===== config.mk =====
export PLATFORM = sky130hd
export DESIGN_NAME = script_token_scanner
export DESIGN_NICKNAME = d
export VERILOG_FILES = /design/src/hdl/stsc_pkg.sv /design/src/hdl/script_token_scanner.sv /design/src/hdl/stsc_front.sv /design/src/hdl/stsc_queue.sv /design/src/hdl/stsc_back.sv
export SDC_FILE = /design/constraint.sdc
export NUM_CORES = 1
export LEC_CHECK = 0
export BUFFER_PORTS_ARGS = -buffer_cell sky130_fd_sc_hd__buf_2
export CAP_MARGIN = 15
export CORE_MARGIN = 5
export CORE_UTILIZATION = 50
export DETAILED_ROUTE_END_ITERATION = 8
export PLACE_DENSITY = 0.73
export SYNTH_ARGS = -nofsm -noshare
export SYNTH_HDL_FRONTEND = slang
export SYNTH_SLANG_ARGS = --single-unit

===== constraint.sdc =====
create_clock -name clk -period 13.8 [get_ports clk]
set_input_delay 1.38 -clock clk [delete_from_list [all_inputs] [get_ports clk]]
set_output_delay 1.38 -clock clk [all_outputs]
set_load 0.005 [all_outputs]

===== src/hdl/stsc_pkg.sv =====
// ----------------------------------------------------------------------------
// stsc_pkg
// Shared types and codes of the script token scanner: token kinds, field
// widths and the record that carries the tokens of one input byte.
// ----------------------------------------------------------------------------
`default_nettype none

package stsc_pkg;

    localparam int POS_W  = 16;
    localparam int LINE_W = 16;
    localparam int KIND_W = 5;
    localparam int CHAR_W = 8;

    // Token kinds
    localparam logic [KIND_W-1:0] K_EOF     = 5'd0;
    localparam logic [KIND_W-1:0] K_EOL     = 5'd1;
    localparam logic [KIND_W-1:0] K_NAME    = 5'd2;
    localparam logic [KIND_W-1:0] K_NUMBER  = 5'd3;
    localparam logic [KIND_W-1:0] K_KW_BASE = 5'd4;
    localparam logic [KIND_W-1:0] K_OP_BASE = 5'd16;
    localparam logic [KIND_W-1:0] K_SINGLE  = 5'd22;
    localparam logic [KIND_W-1:0] K_NUMERR  = 5'd23;

    // Tokens caused by one byte: an optional pending token (name, keyword,
    // number, operator or single char), an optional end-of-line or single
    // char, an optional end-of-file. All of them carry the same line number.
    typedef struct packed {
        logic [LINE_W-1:0] line;
        logic              a_v;
        logic [KIND_W-1:0] a_kind;
        logic [CHAR_W-1:0] a_sym;
        logic [POS_W-1:0]  a_start;
        logic [POS_W-1:0]  a_len;
        logic              b_v;
        logic [KIND_W-1:0] b_kind;
        logic [CHAR_W-1:0] b_sym;
        logic              c_v;
    } bundle_t;

endpackage

`default_nettype wire


===== src/hdl/script_token_scanner.sv =====
// ----------------------------------------------------------------------------
// script_token_scanner
// Byte-stream lexer: turns source text into name, keyword, number, operator,
// symbol, end-of-line and end-of-file tokens.
// ----------------------------------------------------------------------------
//  channel | dir | tdata (lowest bit up)                  | tuser     | tlast
//  s_      | in  | ch[7:0]                                | -         | -
//  m_      | out | sym_char[7:0] line_no[23:8]            | kind[4:0] | last
//          |     | start_pos[39:24] length[55:40]         |           |
//
//  The scanner takes one byte per cycle while the four-bundle queue has room.
//  Each byte yields zero to three tokens; the emitter sends one token per
//  cycle while m_tready is high.
//  A byte can enter in the cycle after it is accepted; the first token of a
//  byte is offered on m_ after the queue entry and the emitter's bundle register.
//  rst_n clears the scan state and empties the queue; no clearing pass.
//  m_tready low fills the queue, then s_tready drops.
// ----------------------------------------------------------------------------
`default_nettype none

module script_token_scanner
(
    input  wire logic        clk,
    input  wire logic        rst_n,
    input  wire logic        s_tvalid,
    output logic             s_tready,
    input  wire logic [7:0]  s_tdata,    // ch[7:0]
    output logic             m_tvalid,
    input  wire logic        m_tready,
    output logic [55:0]      m_tdata,    // sym_char, line_no, start_pos, length
    output logic [stsc_pkg::KIND_W-1:0] m_tuser,    // kind
    output logic             m_tlast
);
    import stsc_pkg::*;

    bundle_t             fe_bundle;
    logic                fe_bundle_v;
    logic                take;
    bundle_t             q_head;
    logic                q_full;
    logic                q_empty;
    logic                q_pop;
    logic [CHAR_W-1:0]   sym_char;
    logic [LINE_W-1:0]   line_no;
    logic [POS_W-1:0]    start_pos;
    logic [POS_W-1:0]    length;

    assign s_tready = !q_full;
    assign take     = s_tvalid && s_tready;

    stsc_front u_front
    (
        .clk      (clk),
        .rst_n    (rst_n),
        .take     (take),
        .ch       (s_tdata),
        .bundle   (fe_bundle),
        .bundle_v (fe_bundle_v)
    );

    stsc_queue u_queue
    (
        .clk       (clk),
        .rst_n     (rst_n),
        .push      (take && fe_bundle_v),
        .push_data (fe_bundle),
        .pop       (q_pop),
        .head      (q_head),
        .full      (q_full),
        .empty     (q_empty)
    );

    stsc_back u_back
    (
        .clk       (clk),
        .rst_n     (rst_n),
        .head      (q_head),
        .empty     (q_empty),
        .pop       (q_pop),
        .tok_valid (m_tvalid),
        .tok_ready (m_tready),
        .kind      (m_tuser),
        .sym_char  (sym_char),
        .line_no   (line_no),
        .start_pos (start_pos),
        .length    (length),
        .last      (m_tlast)
    );

    // Pack the token beat
    assign m_tdata = {length, start_pos, line_no, sym_char};

endmodule

`default_nettype wire


===== src/hdl/stsc_front.sv =====
// ----------------------------------------------------------------------------
// stsc_front
// Scanner front end: classifies one byte per beat, tracks the scan mode,
// position and line, and builds the tokens that the byte completes.
// ----------------------------------------------------------------------------
`default_nettype none

module stsc_front
(
    input  wire logic             clk,
    input  wire logic             rst_n,
    input  wire logic             take,       // byte accepted this cycle
    input  wire logic [7:0]       ch,
    output stsc_pkg::bundle_t     bundle,
    output logic                  bundle_v    // bundle holds at least one token
);
    import stsc_pkg::*;

    localparam logic [2:0] MODE_IDLE    = 3'd0;
    localparam logic [2:0] MODE_WORD    = 3'd1;
    localparam logic [2:0] MODE_INT     = 3'd2;
    localparam logic [2:0] MODE_FRAC    = 3'd3;
    localparam logic [2:0] MODE_COMMENT = 3'd4;
    localparam logic [2:0] MODE_PREFIX  = 3'd5;

    localparam logic [LINE_W-1:0] LINE_MAX = {LINE_W{1'b1}};

    function automatic logic is_digit(input logic [7:0] c);
        return (c >= "0") && (c <= "9");
    endfunction

    function automatic logic is_word_start(input logic [7:0] c);
        return ((c >= "a") && (c <= "z")) || ((c >= "A") && (c <= "Z")) || (c == "_");
    endfunction

    function automatic logic is_prefix(input logic [7:0] c);
        return (c == "=") || (c == "!") || (c == "&") || (c == "|") ||
               (c == "<") || (c == ">");
    endfunction

    // Keyword lookup on the packed word; valid only with length 1..8
    function automatic logic [4:0] kw_lookup(input logic [63:0] w);
        logic [4:0] r;
        r = 5'd31;
        case (w)
            64'h0000_0000_006E_696C: r = 5'd0;   // nil
            64'h0000_0000_7472_7565: r = 5'd1;   // true
            64'h0000_0066_616C_7365: r = 5'd2;   // false
            64'h0000_0000_6675_6E63: r = 5'd3;   // func
            64'h0000_0000_0076_6172: r = 5'd4;   // var
            64'h0000_0000_0000_6966: r = 5'd5;   // if
            64'h0000_0000_656C_7365: r = 5'd6;   // else
            64'h0000_0077_6869_6C65: r = 5'd7;   // while
            64'h0000_0070_7269_6E74: r = 5'd8;   // print
            64'h0000_0062_7265_616B: r = 5'd9;   // break
            64'h636F_6E74_696E_7565: r = 5'd10;  // continue
            64'h0000_7265_7475_726E: r = 5'd11;  // return
            default:                 r = 5'd31;
        endcase
        return r;
    endfunction

    logic [2:0]        mode_reg,   mode_next;
    logic [7:0]        prefix_reg, prefix_next;
    logic [63:0]       word_reg,   word_next;
    logic [POS_W-1:0]  start_reg,  start_next;
    logic [POS_W-1:0]  pos_reg,    pos_next;
    logic [LINE_W-1:0] line_reg,   line_next;
    logic              nlsp_reg,   nlsp_next;

    logic [POS_W-1:0]  tok_len;
    logic [4:0]        kw_idx;
    logic              kw_hit;
    logic [7:0]        second_ch;
    logic [2:0]        op_idx;
    logic              done;

    assign tok_len = pos_reg - start_reg;
    assign kw_idx  = kw_lookup(word_reg);
    assign kw_hit  = (tok_len >= POS_W'(1)) && (tok_len <= POS_W'(8)) && (kw_idx != 5'd31);

    // Second char and operator slot of the held prefix
    always_comb
    begin
        second_ch = "=";
        op_idx    = 3'd0;
        case (prefix_reg)
            "=":     begin second_ch = "="; op_idx = 3'd0; end
            "!":     begin second_ch = "="; op_idx = 3'd1; end
            "&":     begin second_ch = "&"; op_idx = 3'd2; end
            "|":     begin second_ch = "|"; op_idx = 3'd3; end
            "<":     begin second_ch = "="; op_idx = 3'd4; end
            ">":     begin second_ch = "="; op_idx = 3'd5; end
            default: begin second_ch = 8'd0; op_idx = 3'd0; end
        endcase
    end

    // Scan one byte
    always_comb
    begin
        mode_next   = mode_reg;
        prefix_next = prefix_reg;
        word_next   = word_reg;
        start_next  = start_reg;
        pos_next    = pos_reg;
        line_next   = line_reg;
        nlsp_next   = nlsp_reg;
        done        = 1'b0;

        bundle         = '0;
        bundle.line    = line_reg;
        bundle.b_kind  = K_EOL;

        // Finish or extend the pending token
        case (mode_reg)
            MODE_WORD:
            begin
                if (is_word_start(ch) || is_digit(ch))
                begin
                    word_next = {word_reg[55:0], ch};
                    pos_next  = pos_reg + POS_W'(1);
                    done      = 1'b1;
                end
                else
                begin
                    bundle.a_v = 1'b1;
                    if (kw_hit)
                    begin
                        bundle.a_kind = K_KW_BASE + kw_idx;
                        nlsp_next     = (kw_idx < 5'd9);
                    end
                    else
                    begin
                        bundle.a_kind  = K_NAME;
                        bundle.a_start = start_reg;
                        bundle.a_len   = tok_len;
                        nlsp_next      = 1'b0;
                    end
                    mode_next = MODE_IDLE;
                end
            end
            MODE_INT, MODE_FRAC:
            begin
                if (is_digit(ch) || ((ch == ".") && (mode_reg == MODE_INT)))
                begin
                    if (ch == ".")
                        mode_next = MODE_FRAC;
                    pos_next = pos_reg + POS_W'(1);
                    done     = 1'b1;
                end
                else
                begin
                    bundle.a_v     = 1'b1;
                    bundle.a_kind  = is_word_start(ch) ? K_NUMERR : K_NUMBER;
                    bundle.a_start = start_reg;
                    bundle.a_len   = tok_len;
                    nlsp_next      = 1'b0;
                    mode_next      = MODE_IDLE;
                end
            end
            MODE_COMMENT:
            begin
                if ((ch != "\n") && (ch != 8'd0))
                begin
                    pos_next = pos_reg + POS_W'(1);
                    done     = 1'b1;
                end
                else
                    mode_next = MODE_IDLE;
            end
            MODE_PREFIX:
            begin
                mode_next  = MODE_IDLE;
                nlsp_next  = 1'b1;
                bundle.a_v = 1'b1;
                if (ch == second_ch)
                begin
                    bundle.a_kind = K_OP_BASE + KIND_W'(op_idx);
                    pos_next      = pos_reg + POS_W'(1);
                    done          = 1'b1;
                end
                else
                begin
                    bundle.a_kind = K_SINGLE;
                    bundle.a_sym  = prefix_reg;
                end
            end
            default:
                mode_next = MODE_IDLE;
        endcase

        // Classify the byte itself
        if (!done)
        begin
            pos_next = pos_reg + POS_W'(1);
            if (ch == 8'd0)
            begin
                bundle.b_v  = !nlsp_next;
                bundle.c_v  = 1'b1;
                mode_next   = MODE_IDLE;
                prefix_next = 8'd0;
                word_next   = 64'd0;
                start_next  = '0;
                pos_next    = '0;
                line_next   = '0;
                nlsp_next   = 1'b1;
            end
            else if ((ch == " ") || (ch == "\t") || (ch == "\r"))
            begin
                // blank: drop
            end
            else if (ch == "\n")
            begin
                if (!nlsp_next)
                begin
                    bundle.b_v = 1'b1;
                    nlsp_next  = 1'b1;
                end
                if (line_reg != LINE_MAX)
                    line_next = line_reg + LINE_W'(1);
            end
            else if (ch == "#")
                mode_next = MODE_COMMENT;
            else if (is_word_start(ch))
            begin
                mode_next  = MODE_WORD;
                start_next = pos_reg;
                word_next  = {56'd0, ch};
            end
            else if (is_digit(ch))
            begin
                mode_next  = MODE_INT;
                start_next = pos_reg;
            end
            else if (is_prefix(ch))
            begin
                mode_next   = MODE_PREFIX;
                prefix_next = ch;
            end
            else
            begin
                bundle.b_v    = 1'b1;
                bundle.b_kind = K_SINGLE;
                bundle.b_sym  = ch;
                nlsp_next     = !((ch == ")") || (ch == "]") || (ch == "}"));
            end
        end

        bundle_v = bundle.a_v || bundle.b_v || bundle.c_v;
    end

    // Advance scan state on each accepted byte
    always_ff @(posedge clk or negedge rst_n)
    begin
        if (!rst_n)
        begin
            mode_reg   <= MODE_IDLE;
            prefix_reg <= 8'd0;
            word_reg   <= 64'd0;
            start_reg  <= '0;
            pos_reg    <= '0;
            line_reg   <= '0;
            nlsp_reg   <= 1'b1;
        end
        else if (take)
        begin
            mode_reg   <= mode_next;
            prefix_reg <= prefix_next;
            word_reg   <= word_next;
            start_reg  <= start_next;
            pos_reg    <= pos_next;
            line_reg   <= line_next;
            nlsp_reg   <= nlsp_next;
        end
    end

endmodule

`default_nettype wire


===== src/hdl/stsc_queue.sv =====
// ----------------------------------------------------------------------------
// stsc_queue
// Four-entry register queue of token bundles between scanner and emitter.
// ----------------------------------------------------------------------------
`default_nettype none

module stsc_queue
(
    input  wire logic              clk,
    input  wire logic              rst_n,
    input  wire logic              push,
    input  wire stsc_pkg::bundle_t push_data,
    input  wire logic              pop,
    output stsc_pkg::bundle_t      head,
    output logic                   full,
    output logic                   empty
);
    import stsc_pkg::*;

    localparam int DEPTH = 4;
    localparam int PTR_W = $clog2(DEPTH);

    bundle_t           mem [DEPTH];
    logic [PTR_W-1:0]  wr_ptr_reg;
    logic [PTR_W-1:0]  rd_ptr_reg;
    logic [PTR_W:0]    count_reg;

    assign full  = (count_reg == (PTR_W+1)'(DEPTH));
    assign empty = (count_reg == '0);
    assign head  = mem[rd_ptr_reg];

    // Store a bundle at the tail
    always_ff @(posedge clk)
    begin
        if (push)
            mem[wr_ptr_reg] <= push_data;
    end

    // Advance pointers and fill count
    always_ff @(posedge clk or negedge rst_n)
    begin
        if (!rst_n)
        begin
            wr_ptr_reg <= '0;
            rd_ptr_reg <= '0;
            count_reg  <= '0;
        end
        else
        begin
            if (push)
                wr_ptr_reg <= wr_ptr_reg + PTR_W'(1);
            if (pop)
                rd_ptr_reg <= rd_ptr_reg + PTR_W'(1);
            if (push && !pop)
                count_reg <= count_reg + (PTR_W+1)'(1);
            else if (pop && !push)
                count_reg <= count_reg - (PTR_W+1)'(1);
        end
    end

endmodule

`default_nettype wire


===== src/hdl/stsc_back.sv =====
// ----------------------------------------------------------------------------
// stsc_back
// Token emitter: holds one bundle and sends its tokens one beat at a time,
// marking the final token of the bundle with last.
// ----------------------------------------------------------------------------
`default_nettype none

module stsc_back
(
    input  wire logic                      clk,
    input  wire logic                      rst_n,
    input  wire stsc_pkg::bundle_t         head,
    input  wire logic                      empty,
    output logic                           pop,
    output logic                           tok_valid,
    input  wire logic                      tok_ready,
    output logic [stsc_pkg::KIND_W-1:0]    kind,
    output logic [stsc_pkg::CHAR_W-1:0]    sym_char,
    output logic [stsc_pkg::LINE_W-1:0]    line_no,
    output logic [stsc_pkg::POS_W-1:0]     start_pos,
    output logic [stsc_pkg::POS_W-1:0]     length,
    output logic                           last
);
    import stsc_pkg::*;

    bundle_t    cur_reg;
    logic [2:0] pend_reg, pend_next;
    logic [2:0] pend_after;
    logic [2:0] pend_rest;
    logic       sent;

    assign pend_rest  = pend_reg & (pend_reg - 3'd1);
    assign sent       = tok_valid && tok_ready;
    assign pend_after = sent ? pend_rest : pend_reg;
    assign pop        = (pend_after == 3'd0) && !empty;
    assign pend_next  = pop ? {head.c_v, head.b_v, head.a_v} : pend_after;

    // Select the first pending token
    always_comb
    begin
        tok_valid = (pend_reg != 3'd0);
        last      = (pend_rest == 3'd0);
        line_no   = cur_reg.line;
        kind      = K_EOF;
        sym_char  = '0;
        start_pos = '0;
        length    = '0;
        if (pend_reg[0])
        begin
            kind      = cur_reg.a_kind;
            sym_char  = cur_reg.a_sym;
            start_pos = cur_reg.a_start;
            length    = cur_reg.a_len;
        end
        else if (pend_reg[1])
        begin
            kind     = cur_reg.b_kind;
            sym_char = cur_reg.b_sym;
        end
    end

    // Hold the current bundle
    always_ff @(posedge clk)
    begin
        if (pop)
            cur_reg <= head;
    end

    always_ff @(posedge clk or negedge rst_n)
    begin
        if (!rst_n)
            pend_reg <= 3'd0;
        else
            pend_reg <= pend_next;
    end

endmodule

`default_nettype wire


==> flow_metrics.tcl <==
set metrics [dict create \
    status "finished, final reports clean" \
    synth.most_common_cell "edfxtp_1" \
    yosys_warnings 0 \
    synth_cell_types 81 \
    postSynthAreaPerCell_um2 14.3 \
    utilization_pct 55.7 \
    hold_path.class "flip-flop to flip-flop" \
    layout.cells.non_filler 2220 \
    cts_tree "done" \
    min_period_ns 5.38 \
    pin_count 76 \
    path_class "primary input to flip-flop" \
    tightest_slew_ns 1.04 \
    power_density_nw_per_um2 205 \
    worstSetupStartpointType "primary input" \
    syn_inst 1546 \
    wl_met2_um 22300 \
    gp_congestion 0.900 \
    cts.sinks 501 \
    io_buffers 75 \
    synth_edf_count 367 \
    synth_fp_nets 1584 \
    finalSetupTns_ns 0 \
    post_cts_resized 0 \
    timing.fmax_mhz 186 \
    die_w_um 220 \
    core_area_um2 44000 \
    ys_ff_latch 501 \
    postCtsSetupRepairBufs 0 \
    synthFlopType "edfxtp_1" \
    drc_errors 0 \
    grt_pass1_wl_um 73900 \
    cts_made_buffers 48 \
    ys_seq_area_share_pct 64.9 \
    dpl_cell_area_um2 22900 \
    area.growth.synth_to_final_pct 10.8 \
    synthTopCellsByCount "367 x edfxtp_1, 133 x dfrtp_1, 104 x nor2_1, 86 x nand2_1, 74 x mux4_2" \
    num_rows 77 \
    wl_met3_um 2780 \
    drive_gt1_share_pct 18.7 \
    via_count 13400 \
    routed_via_density 6.03 \
    start_util_pct 50.3 \
    critPathMaxFanout 56 \
    grt_usage_pct 19.5 \
    ant_nets 0 \
    final_area_um2 24500 \
    required_ns 14.00 \
    final.setup.worst_slack_ns 8.42 \
    vdd_drop_max_mv 0.126 \
    finalHoldViolCount 0 \
    clock_skew_ns 0.0164 \
    async_flop_share_pct 26.7 \
    slew_viol_final 0 \
    wire_per_inst_um 21.2 \
    grt_antenna_before_repair 1 \
    dp_hpwl_um 30600 \
    clk_latency_ns 0.58 \
    multi_input_area_um2 7170 \
    synth_area_um2 22100 \
    grt_max_degree 74 \
    rsz0062_at_grt "no" \
    yosys.area.top_type_share_pct 49.8 \
    cp-end-kind "flip-flop" \
    cts_root_buf "clkbuf_16" \
    dr.pass1.iters 5 \
    filler_cell_count 3463 \
    max_slew_margin_pct 29.4 \
    clk_pin_slew_worst_paths_ns 0.06 \
    n_antenna_cell 0 \
    finalCritPeriodShare_pct 39.0 \
    synth_top_area_cell "edfxtp_1" \
    cap_violations 0 \
    htree_levels 2 \
    postCtsHoldBufs 0 \
    die-height_um 220 \
    clockBufferDepth 3 \
    synth_area_leaders "edfxtp_1 50%, dfrtp_1 15%, mux4_2 7.5%, a22o_1 2.9%, and2_1 1.8%" \
    grt_pass1_vias 12900 \
    dp_cells 2130 \
    largest_reg_flops 296 \
    crit_arrival_ns 5.58 \
    drt-met1-wl_um 20800 \
    fin_nets 1627 \
    finalWirelength_um 47100 \
    pre_cts_ws_ns 7.89 \
    seq_area_um2 14400 \
    leakage_nw 9.12 \
    setup_viol_count_final 0 \
    grt_overflow_total 0 \
    die_area_um2 48600 \
    drt-initial-drc-count 1169 \
    top_layer "met5" \
]
## layout by cell type, fill, tap and decap left out, types with 30 or more instances in the layout
master       n
clkbuf_16   50
nand4_1     32
nor2_1     104
nor4_1      30
o21ai_0     51
a21oi_1     37
inv_1       37
nand2_1     86
buf_2       74
nand3_1     35
dfrtp_1    131
a22o_1      73
edfxtp_1   367
and2_1      60
mux4_2      74
## final cells by class
| cell class | instances | share of cell area, % |
|---|---|---|
| Clock inverter | 32 | 1.12 |
| Multi-Input combinational cell | 908 | 29.2 |
| Inverter | 38 | 0.581 |
| Tap cell | 592 | 3.02 |
| Clock buffer | 57 | 5.29 |
| Sequential cell | 501 | 58.6 |
| Timing Repair Buffer | 92 | 2.16 |
## metal layers
layer | GRT usage, % | vias up
met4 | 5.37 | 2
met5 | 0 | -
met1 | 28.1 | 6823
li1 | - | 6064
met2 | 31.1 | 413
met3 | 3.17 | 79
## cells by family (layout without fill, tap and decap cells)
family | count (synthesis) | in the layout | share of synthesized area [%]
fa+ha+maj | 27 | 27 | 1.58
simple gates | 509 | 509 | 12.7
buf+inv | 137 | 219 | 2.93
mux | 87 | 87 | 8.16
compound gates | 251 | 251 | 8.35
xor+xnor | 34 | 34 | 1.34
flops | 501 | 501 | 64.9
## path summary, 6_finish.rpt
kind	start	endpoint	slack [ns]	cells after the start
max	s_tdata[1]	u_queue.mem[3][70]	8.42	12
max in group asynchronous	rst_n	u_queue.rd_ptr_reg[0]	11.55	2
min in group asynchronous	rst_n	u_front.prefix_reg[1]	0.78	1
max reg2reg	u_front.pos_reg[0]	u_queue.mem[3][70]	8.58	15
min reg2reg	u_queue.count_reg[2]	u_queue.count_reg[2]	0.50	1
min	u_queue.count_reg[2]	u_queue.count_reg[2]	0.50	1
## worst max-delay path, cell delays in order
cell and delay, ns:
buf_2 0.28, and4_1 0.23, o21ai_0 0.14, a21oi_1 0.50, nor2_1 0.12, a211o_1 0.39, a211oi_4 0.46, nand2_1 0.23
a21o_1 0.23, a31oi_2 0.40, and2_4 0.42, buf_4 0.75
## metrics by stage
step           hold WS (ns)  power (mW)
2_1_floorplan         0.455        3.31
3_3_place_gp          0.473        3.75
3_5_place_dp          0.488        3.78
4_1_cts               0.498        5.09
5_1_grt               0.525        5.30
6_report              0.497        5.04
## where the power goes
part	internal, mW	leakage, nW	total [mW]	switching (mW)
registers	2.09	5.25	2.29	0.203
logic	0.616	3.10	1.45	0.832
clock network	0.748	0.770	1.30	0.552
total	3.45	9.12	5.04	1.59
No activity file was read; power rests on OpenSTA's default activity.
